--- src/rtl/gsra_pkg.sv ---
`timescale 1ns / 1ps
// ----------------------------------------------------------------------------
// gsra_pkg
// Shared types and constants of the growable stack region allocator.
// ----------------------------------------------------------------------------
package gsra_pkg;

  localparam int unsigned REQ_W    = 31;
  localparam int unsigned INIT_W   = 31;
  localparam int unsigned ADDR_O_W = 32;
  localparam int unsigned IDX_O_W  = 4;
  localparam int unsigned STAT_W   = 2;

  localparam logic [INIT_W-1:0] INIT_SIZE_RESET = 31'd4096;

  localparam logic KIND_ALLOC  = 1'b0;
  localparam logic KIND_REWIND = 1'b1;

  localparam logic [STAT_W-1:0] STATUS_OK         = 2'd0;
  localparam logic [STAT_W-1:0] STATUS_TABLE_FULL = 2'd1;
  localparam logic [STAT_W-1:0] STATUS_POOL_FULL  = 2'd2;

  typedef enum logic {
    ALU_ADD,
    ALU_SUB
  } alu_op_e;

  typedef enum logic [3:0] {
    ST_IDLE,
    ST_INIT,
    ST_RD_CUR,
    ST_ROOM,
    ST_FIT,
    ST_BADDR,
    ST_BOFF,
    ST_SCAN_RD,
    ST_SCAN_CMP,
    ST_APP_MAX,
    ST_APP_ADD,
    ST_APP_CHK,
    ST_OUT
  } state_e;

endpackage

--- src/rtl/gsra_req_if.sv ---
`timescale 1ns / 1ps
// ----------------------------------------------------------------------------
// gsra_req_if
// Request channel: allocate or rewind.
// ----------------------------------------------------------------------------
interface gsra_req_if;
  import gsra_pkg::*;

  logic             valid;
  logic             ready;
  logic             kind;
  logic [REQ_W-1:0] request_bytes;

  modport source (output valid, output kind, output request_bytes, input ready);
  modport sink   (input valid, input kind, input request_bytes, output ready);
endinterface

--- src/rtl/gsra_rsp_if.sv ---
`timescale 1ns / 1ps
// ----------------------------------------------------------------------------
// gsra_rsp_if
// Result channel: address, region and status of one request.
// ----------------------------------------------------------------------------
interface gsra_rsp_if;
  import gsra_pkg::*;

  logic                valid;
  logic                ready;
  logic [ADDR_O_W-1:0] address;
  logic [IDX_O_W-1:0]  region_index;
  logic [STAT_W-1:0]   status;

  modport source (output valid, output address, output region_index, output status,
                  input ready);
  modport sink   (input valid, input address, input region_index, input status,
                  output ready);
endinterface

--- src/rtl/gsra_cfg_if.sv ---
`timescale 1ns / 1ps
// ----------------------------------------------------------------------------
// gsra_cfg_if
// Configuration write channel for the initial region size.
// ----------------------------------------------------------------------------
interface gsra_cfg_if;
  import gsra_pkg::*;

  logic              valid;
  logic              ready;
  logic [INIT_W-1:0] initial_size;

  modport source (output valid, output initial_size, input ready);
  modport sink   (input valid, input initial_size, output ready);
endinterface

--- src/rtl/gsra_alu.sv ---
`timescale 1ns / 1ps
// ----------------------------------------------------------------------------
// gsra_alu
// Shared add/subtract unit; borrow flags a < b on subtract.
// ----------------------------------------------------------------------------
module gsra_alu #(
  parameter int unsigned W = 35
) (
  input  logic [W-1:0]      a_i,
  input  logic [W-1:0]      b_i,
  input  gsra_pkg::alu_op_e op_i,
  output logic [W-1:0]      res_o,
  output logic              borrow_o
);
  import gsra_pkg::*;

  logic         sub;
  logic [W:0]   sum;

  assign sub = (op_i == ALU_SUB);
  assign sum = {1'b0, a_i} + {1'b0, (sub ? ~b_i : b_i)} + {{W{1'b0}}, sub};

  assign res_o    = sum[W-1:0];
  assign borrow_o = sub & ~sum[W];
endmodule

--- src/rtl/gsra_region_mem.sv ---
`timescale 1ns / 1ps
// ----------------------------------------------------------------------------
// gsra_region_mem
// Region table: size and base per region, one write and one registered read.
// ----------------------------------------------------------------------------
module gsra_region_mem #(
  parameter int unsigned DEPTH = 16,
  parameter int unsigned AW    = 4,
  parameter int unsigned SW    = 33,
  parameter int unsigned BW    = 32
) (
  input  logic          clk_i,
  input  logic          we_i,
  input  logic [AW-1:0] waddr_i,
  input  logic [SW-1:0] wsize_i,
  input  logic [BW-1:0] wbase_i,
  input  logic [AW-1:0] raddr_i,
  output logic [SW-1:0] rsize_o,
  output logic [BW-1:0] rbase_o
);
  logic [SW-1:0] size_mem [DEPTH];
  logic [BW-1:0] base_mem [DEPTH];

  always_ff @(posedge clk_i) begin
    if (we_i) begin
      size_mem[waddr_i] <= wsize_i;
      base_mem[waddr_i] <= wbase_i;
    end
  end

  always_ff @(posedge clk_i) begin
    rsize_o <= size_mem[raddr_i];
    rbase_o <= base_mem[raddr_i];
  end
endmodule

--- src/rtl/growable_stack_region_allocator_top.sv ---
`timescale 1ns / 1ps
// ----------------------------------------------------------------------------
// growable_stack_region_allocator_top
// Bump allocator over a grow-only table of regions in a flat address space.
// ----------------------------------------------------------------------------
//  channel | dir | handshake   | payload
//  cfg_i   | in  | valid/ready | initial_size
//  req_i   | in  | valid/ready | kind, request_bytes
//  rsp_o   | out | valid/ready | address, region_index, status
//
// One request at a time. Rewind goes back to the start of region 0; a bump checks
// the room in the current region, then forms the address and advances the offset.
// A miss scans later regions, then appends one; the first item sets up region 0.
// Sizes, offsets and addresses use one shared adder; the table has one read port.
// Reset initialises the control registers, not the table; rows past the fill count are unused.
// A waiting result is held in the output register while the next beat is taken.
// ----------------------------------------------------------------------------
module growable_stack_region_allocator_top #(
  parameter int unsigned MAX_REGIONS = 16,
  parameter int unsigned ADDR_BITS   = 32
) (
  input  logic        clk_i,
  input  logic        rst_ni,
  gsra_cfg_if.sink    cfg_i,
  gsra_req_if.sink    req_i,
  gsra_rsp_if.source  rsp_o
);
  import gsra_pkg::*;

  localparam int unsigned IW = (MAX_REGIONS > 1) ? $clog2(MAX_REGIONS) : 1;
  localparam int unsigned CW = $clog2(MAX_REGIONS + 1);
  localparam int unsigned SW = ADDR_BITS + 1;
  localparam int unsigned XW = (ADDR_BITS + 3 > 32) ? ADDR_BITS + 3 : 32;
  localparam logic [XW-1:0] PoolLim = XW'(1) << ADDR_BITS;

  state_e            state_q, state_d;
  logic [INIT_W-1:0] init_q;
  logic [CW-1:0]     count_q, count_d;
  logic [IW-1:0]     cur_q, cur_d;
  logic [SW-1:0]     off_q, off_d;
  logic [SW-1:0]     top_q, top_d;
  logic              kind_q, kind_d;
  logic [REQ_W-1:0]  req_q, req_d;
  logic [XW-1:0]     tmp_q, tmp_d;
  logic [XW-1:0]     grow_q, grow_d;
  logic [CW-1:0]     idx_q, idx_d;

  logic [ADDR_O_W-1:0] res_addr_q, res_addr_d;
  logic [IDX_O_W-1:0]  res_idx_q, res_idx_d;
  logic [STAT_W-1:0]   res_st_q, res_st_d;

  logic                ov_q;
  logic [ADDR_O_W-1:0] out_addr_q;
  logic [IDX_O_W-1:0]  out_idx_q;
  logic [STAT_W-1:0]   out_st_q;
  logic                load_out;

  logic                mem_we;
  logic [IW-1:0]       mem_waddr, mem_raddr;
  logic [SW-1:0]       mem_wsize, rd_size;
  logic [ADDR_BITS-1:0] mem_wbase, rd_base;

  logic [XW-1:0] alu_a, alu_b, alu_res;
  alu_op_e       alu_op;
  logic          alu_borrow;

  logic [XW-1:0] cur_wide, idx_wide, cnt_wide, base_wide, top_wide, req_wide, size_wide;
  logic [CW-1:0] last_cnt;

  assign cur_wide  = XW'(cur_q);
  assign idx_wide  = XW'(idx_q);
  assign cnt_wide  = XW'(count_q);
  assign base_wide = XW'(rd_base);
  assign top_wide  = XW'(top_q);
  assign req_wide  = XW'(req_q);
  assign size_wide = XW'(rd_size);
  assign last_cnt  = count_q - CW'(1);

  gsra_alu #(.W(XW)) u_alu (
    .a_i      (alu_a),
    .b_i      (alu_b),
    .op_i     (alu_op),
    .res_o    (alu_res),
    .borrow_o (alu_borrow)
  );

  gsra_region_mem #(
    .DEPTH (MAX_REGIONS),
    .AW    (IW),
    .SW    (SW),
    .BW    (ADDR_BITS)
  ) u_mem (
    .clk_i   (clk_i),
    .we_i    (mem_we),
    .waddr_i (mem_waddr),
    .wsize_i (mem_wsize),
    .wbase_i (mem_wbase),
    .raddr_i (mem_raddr),
    .rsize_o (rd_size),
    .rbase_o (rd_base)
  );

  assign cfg_i.ready = 1'b1;
  assign req_i.ready = (state_q == ST_IDLE);

  assign rsp_o.valid        = ov_q;
  assign rsp_o.address      = out_addr_q;
  assign rsp_o.region_index = out_idx_q;
  assign rsp_o.status       = out_st_q;

  always_comb begin
    state_d    = state_q;
    count_d    = count_q;
    cur_d      = cur_q;
    off_d      = off_q;
    top_d      = top_q;
    kind_d     = kind_q;
    req_d      = req_q;
    tmp_d      = tmp_q;
    grow_d     = grow_q;
    idx_d      = idx_q;
    res_addr_d = res_addr_q;
    res_idx_d  = res_idx_q;
    res_st_d   = res_st_q;
    load_out   = 1'b0;
    mem_we     = 1'b0;
    mem_waddr  = count_q[IW-1:0];
    mem_wsize  = grow_q[SW-1:0];
    mem_wbase  = top_q[ADDR_BITS-1:0];
    mem_raddr  = cur_q;
    alu_a      = tmp_q;
    alu_b      = req_wide;
    alu_op     = ALU_SUB;

    case (state_q)
      ST_IDLE: begin
        if (req_i.valid) begin
          kind_d = req_i.kind;
          req_d  = req_i.request_bytes;
          if (count_q == '0) begin
            state_d = ST_INIT;
          end else if (req_i.kind == KIND_REWIND) begin
            cur_d      = '0;
            off_d      = '0;
            res_addr_d = '0;
            res_idx_d  = '0;
            res_st_d   = STATUS_OK;
            state_d    = ST_OUT;
          end else begin
            state_d = ST_RD_CUR;
          end
        end
      end
      ST_INIT: begin
        // region 0 must fit inside the pool
        alu_a = PoolLim;
        alu_b = XW'(init_q);
        res_addr_d = '0;
        res_idx_d  = '0;
        if (alu_borrow) begin
          res_st_d = STATUS_POOL_FULL;
          state_d  = ST_OUT;
        end else begin
          mem_we    = 1'b1;
          mem_waddr = '0;
          mem_wsize = SW'(init_q);
          mem_wbase = '0;
          count_d   = CW'(1);
          cur_d     = '0;
          off_d     = '0;
          top_d     = SW'(init_q);
          res_st_d  = STATUS_OK;
          state_d   = (kind_q == KIND_REWIND) ? ST_OUT : ST_RD_CUR;
        end
      end
      ST_RD_CUR: begin
        state_d = ST_ROOM;
      end
      ST_ROOM: begin
        alu_a   = size_wide;
        alu_b   = XW'(off_q);
        tmp_d   = alu_res;
        state_d = ST_FIT;
      end
      ST_FIT: begin
        if (!alu_borrow) begin
          state_d = ST_BADDR;
        end else begin
          idx_d   = CW'(cur_q) + CW'(1);
          state_d = ST_SCAN_RD;
        end
      end
      ST_BADDR: begin
        alu_a      = base_wide;
        alu_b      = XW'(off_q);
        alu_op     = ALU_ADD;
        res_addr_d = alu_res[ADDR_O_W-1:0];
        state_d    = ST_BOFF;
      end
      ST_BOFF: begin
        alu_a     = XW'(off_q);
        alu_op    = ALU_ADD;
        off_d     = alu_res[SW-1:0];
        res_idx_d = cur_wide[IDX_O_W-1:0];
        res_st_d  = STATUS_OK;
        state_d   = ST_OUT;
      end
      ST_SCAN_RD: begin
        if (idx_q < count_q) begin
          mem_raddr = idx_q[IW-1:0];
          state_d   = ST_SCAN_CMP;
        end else if (count_q == CW'(MAX_REGIONS)) begin
          res_addr_d = '0;
          res_idx_d  = '0;
          res_st_d   = STATUS_TABLE_FULL;
          state_d    = ST_OUT;
        end else begin
          // fetch the last region for the growth size
          mem_raddr = last_cnt[IW-1:0];
          state_d   = ST_APP_MAX;
        end
      end
      ST_SCAN_CMP: begin
        alu_a = size_wide;
        if (!alu_borrow) begin
          cur_d      = idx_q[IW-1:0];
          off_d      = SW'(req_q);
          res_addr_d = base_wide[ADDR_O_W-1:0];
          res_idx_d  = idx_wide[IDX_O_W-1:0];
          res_st_d   = STATUS_OK;
          state_d    = ST_OUT;
        end else begin
          idx_d   = idx_q + CW'(1);
          state_d = ST_SCAN_RD;
        end
      end
      ST_APP_MAX: begin
        alu_a   = size_wide;
        grow_d  = (alu_borrow ? req_wide : size_wide) << 1;
        state_d = ST_APP_ADD;
      end
      ST_APP_ADD: begin
        alu_a   = top_wide;
        alu_b   = grow_q;
        alu_op  = ALU_ADD;
        tmp_d   = alu_res;
        state_d = ST_APP_CHK;
      end
      ST_APP_CHK: begin
        // new pool top must not pass the end of the address space
        alu_a = PoolLim;
        alu_b = tmp_q;
        if (alu_borrow) begin
          res_addr_d = '0;
          res_idx_d  = '0;
          res_st_d   = STATUS_POOL_FULL;
        end else begin
          mem_we     = 1'b1;
          top_d      = tmp_q[SW-1:0];
          count_d    = count_q + CW'(1);
          cur_d      = count_q[IW-1:0];
          off_d      = SW'(req_q);
          res_addr_d = top_wide[ADDR_O_W-1:0];
          res_idx_d  = cnt_wide[IDX_O_W-1:0];
          res_st_d   = STATUS_OK;
        end
        state_d = ST_OUT;
      end
      ST_OUT: begin
        if (!ov_q || rsp_o.ready) begin
          load_out = 1'b1;
          state_d  = ST_IDLE;
        end
      end
      default: begin
        state_d = ST_IDLE;
      end
    endcase
  end

  always_ff @(posedge clk_i or negedge rst_ni) begin
    if (!rst_ni) begin
      state_q <= ST_IDLE;
      init_q  <= INIT_SIZE_RESET;
      count_q <= '0;
      cur_q   <= '0;
      off_q   <= '0;
      top_q   <= '0;
      ov_q    <= 1'b0;
    end else begin
      state_q <= state_d;
      count_q <= count_d;
      cur_q   <= cur_d;
      off_q   <= off_d;
      top_q   <= top_d;
      if (cfg_i.valid) begin
        init_q <= cfg_i.initial_size;
      end
      if (load_out) begin
        ov_q <= 1'b1;
      end else if (rsp_o.ready) begin
        ov_q <= 1'b0;
      end
    end
  end

  always_ff @(posedge clk_i) begin
    kind_q     <= kind_d;
    req_q      <= req_d;
    tmp_q      <= tmp_d;
    grow_q     <= grow_d;
    idx_q      <= idx_d;
    res_addr_q <= res_addr_d;
    res_idx_q  <= res_idx_d;
    res_st_q   <= res_st_d;
    if (load_out) begin
      out_addr_q <= res_addr_q;
      out_idx_q  <= res_idx_q;
      out_st_q   <= res_st_q;
    end
  end

`ifndef SYNTH
  a_cur_in_table: assert property (@(posedge clk_i) disable iff (!rst_ni)
    (count_q != '0) |-> (CW'(cur_q) < count_q))
    else $error("current region outside the filled table");

  a_count_bound: assert property (@(posedge clk_i) disable iff (!rst_ni)
    count_q <= CW'(MAX_REGIONS))
    else $error("region count beyond table depth");

  a_top_bound: assert property (@(posedge clk_i) disable iff (!rst_ni)
    XW'(top_q) <= PoolLim)
    else $error("pool top beyond address space");

  a_rsp_from_out: assert property (@(posedge clk_i) disable iff (!rst_ni)
    $rose(ov_q) |-> $past(state_q == ST_OUT))
    else $error("result raised outside the output state");

  a_err_zero: assert property (@(posedge clk_i) disable iff (!rst_ni)
    (ov_q && out_st_q != STATUS_OK) |-> (out_addr_q == '0 && out_idx_q == '0))
    else $error("error result carries a nonzero address or region");
`endif

endmodule
--- src/flat_wrapper.sv ---
// flat-port wrapper written by rule: the top's interface ports become plain ports
module growable_stack_region_allocator_top_flat import gsra_pkg::*;
#(
  parameter int unsigned MAX_REGIONS = 16,
  parameter int unsigned ADDR_BITS   = 32
)
  (clk_i, rst_ni, cfg_i_valid, cfg_i_initial_size, cfg_i_ready, req_i_valid, req_i_kind, req_i_request_bytes, req_i_ready, rsp_o_valid, rsp_o_address, rsp_o_region_index, rsp_o_status, rsp_o_ready);
  gsra_cfg_if cfg_i_i ();
  gsra_req_if req_i_i ();
  gsra_rsp_if rsp_o_i ();
  input  logic clk_i;
  input  logic rst_ni;
  input wire logic [$bits(cfg_i_i.valid)-1:0] cfg_i_valid;
  input wire logic [$bits(cfg_i_i.initial_size)-1:0] cfg_i_initial_size;
  output wire logic [$bits(cfg_i_i.ready)-1:0] cfg_i_ready;
  input wire logic [$bits(req_i_i.valid)-1:0] req_i_valid;
  input wire logic [$bits(req_i_i.kind)-1:0] req_i_kind;
  input wire logic [$bits(req_i_i.request_bytes)-1:0] req_i_request_bytes;
  output wire logic [$bits(req_i_i.ready)-1:0] req_i_ready;
  output wire logic [$bits(rsp_o_i.valid)-1:0] rsp_o_valid;
  output wire logic [$bits(rsp_o_i.address)-1:0] rsp_o_address;
  output wire logic [$bits(rsp_o_i.region_index)-1:0] rsp_o_region_index;
  output wire logic [$bits(rsp_o_i.status)-1:0] rsp_o_status;
  input wire logic [$bits(rsp_o_i.ready)-1:0] rsp_o_ready;
  assign cfg_i_i.valid = cfg_i_valid;
  assign cfg_i_i.initial_size = cfg_i_initial_size;
  assign cfg_i_ready = cfg_i_i.ready;
  assign req_i_i.valid = req_i_valid;
  assign req_i_i.kind = req_i_kind;
  assign req_i_i.request_bytes = req_i_request_bytes;
  assign req_i_ready = req_i_i.ready;
  assign rsp_o_valid = rsp_o_i.valid;
  assign rsp_o_address = rsp_o_i.address;
  assign rsp_o_region_index = rsp_o_i.region_index;
  assign rsp_o_status = rsp_o_i.status;
  assign rsp_o_i.ready = rsp_o_ready;
  growable_stack_region_allocator_top #(.MAX_REGIONS(MAX_REGIONS), .ADDR_BITS(ADDR_BITS)) u_core (.clk_i(clk_i), .rst_ni(rst_ni), .cfg_i(cfg_i_i), .req_i(req_i_i), .rsp_o(rsp_o_i));
endmodule
--- config.mk ---
export PLATFORM = sky130hd
export DESIGN_NAME = growable_stack_region_allocator_top_flat
export DESIGN_NICKNAME = d
export VERILOG_FILES = /design/src/rtl/gsra_pkg.sv /design/src/rtl/gsra_req_if.sv /design/src/rtl/gsra_rsp_if.sv /design/src/rtl/gsra_cfg_if.sv /design/src/rtl/gsra_alu.sv /design/src/rtl/gsra_region_mem.sv /design/src/rtl/growable_stack_region_allocator_top.sv /design/src/flat_wrapper.sv
export SDC_FILE = /design/constraint.sdc
export NUM_CORES = 2
export LEC_CHECK = 0
export BUFFER_PORTS_ARGS = -buffer_cell sky130_fd_sc_hd__buf_2
export CAP_MARGIN = 15
export CORE_MARGIN = 4
export CORE_UTILIZATION = 63
export DETAILED_ROUTE_END_ITERATION = 12
export PLACE_DENSITY = 0.87
export SLEW_MARGIN = 20
export SYNTH_ARGS = -nofsm -noshare
export SYNTH_HDL_FRONTEND = slang
export SYNTH_SLANG_ARGS = --single-unit
--- constraint.sdc ---
create_clock -name clk_i -period 10.8 [get_ports clk_i]
set_input_delay 1.62 -clock clk_i [delete_from_list [all_inputs] [get_ports clk_i]]
set_output_delay 1.62 -clock clk_i [all_outputs]
set_load 0.01 [all_outputs]
==> out/qor.yml <==
routing:
  wl_met2_mm: 68.9
  first_iter_violations: 5908
  wl_met1_mm: 57.8
  ant_nets: 0
  dr_wl_met3_mm: 21.2
  dr.pass1.iters: 10
  top_layer_used: "met5"
  vias_per_cell: 6.75
  wirelength_mm: 154
  num_vias: 35900
  post-route-drc-count: 0
  drt-wirelength-per-cell_um: 29.1
layout:
  fin_nets: 4060
  syn_to_final_growth_pct: 11.0
  drive_above_1_share: 0.165
floorplan:
  dieArea_um2: 97700
  io_pins: 109
  core_area_um2: 91800
  die_h_um: 313
  start_util: 0.637
  num_rows: 111
  die_w_um: 313
sta:
  rsz0062_at_grt: "false"
  tightest_slew_ns: 1.11
  slew_violations: 0
  final-hold-violation-count: 0
  max_slew_margin: 0.259
  finalSetupTns_ns: 0
  fin_crit_sh: 0.727
  setup_violations: 0
  clock_skew_ns: 0.0416
  min_period_ns: 7.86
  fmax_mhz: 127
global_routing:
  grt_pass1_vias: 35300
  grt-ovfl-total: 0
  antenna_found_initial: 8
  grt_max_degree: 167
  grt.total_usage: 0.312
  grt_pass1_wl_mm: 227
clock_network:
  cts_tree: "yes"
  cts_made_buffers: 137
  holdBufCountCts: 0
  clk_pin_slew_ns: 0.06
  cts_setup_buffers: 0
  cts_resized: 0
  clk_latency_ns: 0.75
  cts_sinks: 1397
  cts_max_path_buffers: 3
  clock-root-buffer: "clkbuf_16"
  cts.htree.levels: 4
setup_path:
  path_max_fanout: 64
  worstSetupEndpointType: "flop"
  path_class: "flop to flop"
  required_ns: 11.16
  cp.arrival_ns: 8.21
  cp-start-kind: "flop"
power_and_ir_drop:
  peakVddDrop_v: 0.000319
  powerDensity_nw_per_um2: 343
  finalPower_mw: 22.2
  leakagePower_nw: 25.3
logic_synthesis:
  synthDistinctLibCells: 70
  ys.flop_type: "edfxtp_1"
  synth.area.top_cells: "edfxtp_1, mux2i_1, dfrtp_1, mux2_2, dfxtp_1"
  synth_top_area_share: 0.627
  synth-seq-cells: 1397
  yosysSeqAreaShare: 0.697
  avgSynthCellArea_um2: 15.1
  yosys_warnings: 0
  synthCells: 3870
  synthArstFlopShare: 0.0795
  syn-num-nets: 3981
  synth_edf_count: 1221
  syn_area_um2: 58400
  yosysTopAreaCell: "edfxtp_1"
status:
  status: "finished clean"
flow_run:
  maxCapViolCount: 0
placement:
  place.gp.congestion: 0.981
  port-buffer-count: 107
  dp_hpwl_mm: 92.7
worst_hold_path:
  hold_path_class: "flop to flop"
[report_power, final]
| part | internal [mW] | total, mW | switching (mW) | leakage [nW] |
|---|---|---|---|---|
| sequential | 7.34 | 7.91 | 0.569 | 12.9 |
| clock | 2.56 | 4.59 | 2.03 | 2.10 |
| combinational | 3.39 | 9.73 | 6.34 | 10.3 |
| total | 13.3 | 22.2 | 8.95 | 25.3 |
[area by class of cell]
cell class | instances | area, um^2
sequential | 1397 | 40700
timing repair buffer | 177 | 1190
multi-input combinational | 2185 | 16800
inverter | 51 | 191
antenna | 6 | 15.0
tap | 1243 | 1560
fill | 5485 | 26900
clock inverter | 67 | 554
clock buffer | 184 | 3750
[logic make-up (layout without fill, tap and decap cells)]
group,Yosys count,in the layout,share of synthesized area
flip-flops,1397,1397,0.697
multiplexers,747,747,0.133
AND/OR/NAND/NOR,706,706,0.0540
AO/OA/AOI/OAI,614,614,0.0752
buffers and inverters,288,479,0.0202
XOR/XNOR,73,73,0.0109
adder cells (fa/ha/maj),44,44,0.00953
other,1,7,0.0000642
[layer usage]
layer	up-vias	global-route usage
met5	-	0
met4	4	0.129
met3	395	0.0973
met2	2563	0.465
met1	17800	0.433
li1	15200	-
[Yosys cell counts (50+ instances only)]
cell type and number:
dfrtp_1 110, nor2_1 228, buf_2 68, o21ai_0 57, nand3_1 76, nor3_1 84
mux2i_1 523, mux2_2 221, a222oi_1 52, a21oi_1 61, inv_1 50, nand2_1 214
edfxtp_1 1221, o22ai_1 72, a22oi_1 92, a211oi_1 134, clkbuf_1 149, xnor2_1 62
dfxtp_1 65
[through the flow]
stage	util	setup slack (ns)	instances	instance area [um^2]	hold slack, ns
after CTS	0.705	3.16	5301	64700	0.415
after global routing	0.706	2.60	5304	64800	0.421
final	0.706	2.94	5310	64900	0.414
after global placement	0.658	3.26	5050	60400	0.400
after detailed placement	0.658	3.19	5050	60400	0.405
after floorplan	-	1.59	3870	58400	0.400
[sequential cells by signal, summed over array words and instances (netlist names), 31 cells and up]
register,flops
u_core.u_mem.size_mem,528
u_core.u_mem.base_mem,512
u_core.tmp_q,35
u_core.grow_q,33
u_core.off_q,33
u_core.top_q,33
u_core.u_mem.rsize_o,33
u_core.res_addr_q,32
u_core.rsp_o.address,32
u_core.u_mem.rbase_o,32
u_core.init_q,31
u_core.req_q,31
[worst paths after layout]
| path | end | start | depth (start not counted) | slack [ns] |
|---|---|---|---|---|
| setup reg to reg | u_core.u_mem.base_mem[10][22]$_DFFE_PP_ | u_core.state_q[3]$_DFFE_PN0P_ | 19 | 2.94 |
| setup / recovery | u_core.u_mem.base_mem[10][22]$_DFFE_PP_ | u_core.state_q[3]$_DFFE_PN0P_ | 19 | 2.94 |
| hold / removal | u_core.rsp_o.address[19]$_DFFE_PP_ | u_core.res_addr_q[19]$_DFFE_PP_ | 0 | 0.41 |
| max in group asynchronous | u_core.top_q[20]$_DFFE_PN0P_ | rst_ni | 2 | 8.43 |
| min in group asynchronous | u_core.init_q[27]$_DFFE_PN0P_ | rst_ni | 1 | 0.90 |
| hold reg to reg | u_core.rsp_o.address[19]$_DFFE_PP_ | u_core.res_addr_q[19]$_DFFE_PP_ | 0 | 0.41 |
[worst max-delay path, stage by stage (launching register included)]
cell	delay, ns
dfrtp_1	0.96
nand2_1	0.41
nor3_2	0.19
buf_4	0.66
a22oi_1	0.15
nand3_1	0.17
xnor2_1	0.08
ha_1	0.39
and4_1	0.26
and3_1	0.24
nand2b_1	0.07
a2bb2oi_1	0.17
a21oi_2	0.19
o2111ai_1	0.24
and2_1	0.45
nor2_4	0.44
buf_4	0.50
nand3_1	0.39
nor2_4	0.71
buf_4	0.69
[layout by cell type (no fill, tap or decap), drive strengths merged, types with 11 or more instances in the layout]
cell type | netlist | routed
a22oi | 92 | 92
nor3 | 84 | 84
ha | 42 | 42
mux2i | 523 | 523
a211oi | 134 | 134
a21o | 31 | 31
clkinv | 0 | 48
dfxtp | 65 | 65
mux2 | 224 | 224
xnor2 | 62 | 62
and3 | 15 | 15
clkbuf | 149 | 184
edfxtp | 1221 | 1221
a221o | 12 | 12
inv | 51 | 61
nor2b | 42 | 42
o22ai | 72 | 72
o21a | 12 | 12
nand3 | 76 | 76
buf | 88 | 177
xor2 | 11 | 11
nand2 | 214 | 214
a222oi | 52 | 52
o21ai | 60 | 60
dfrtp | 110 | 110
a31oi | 40 | 40
nor2 | 230 | 230
a21oi | 63 | 63
No activity file was read; power rests on OpenSTA's default activity.
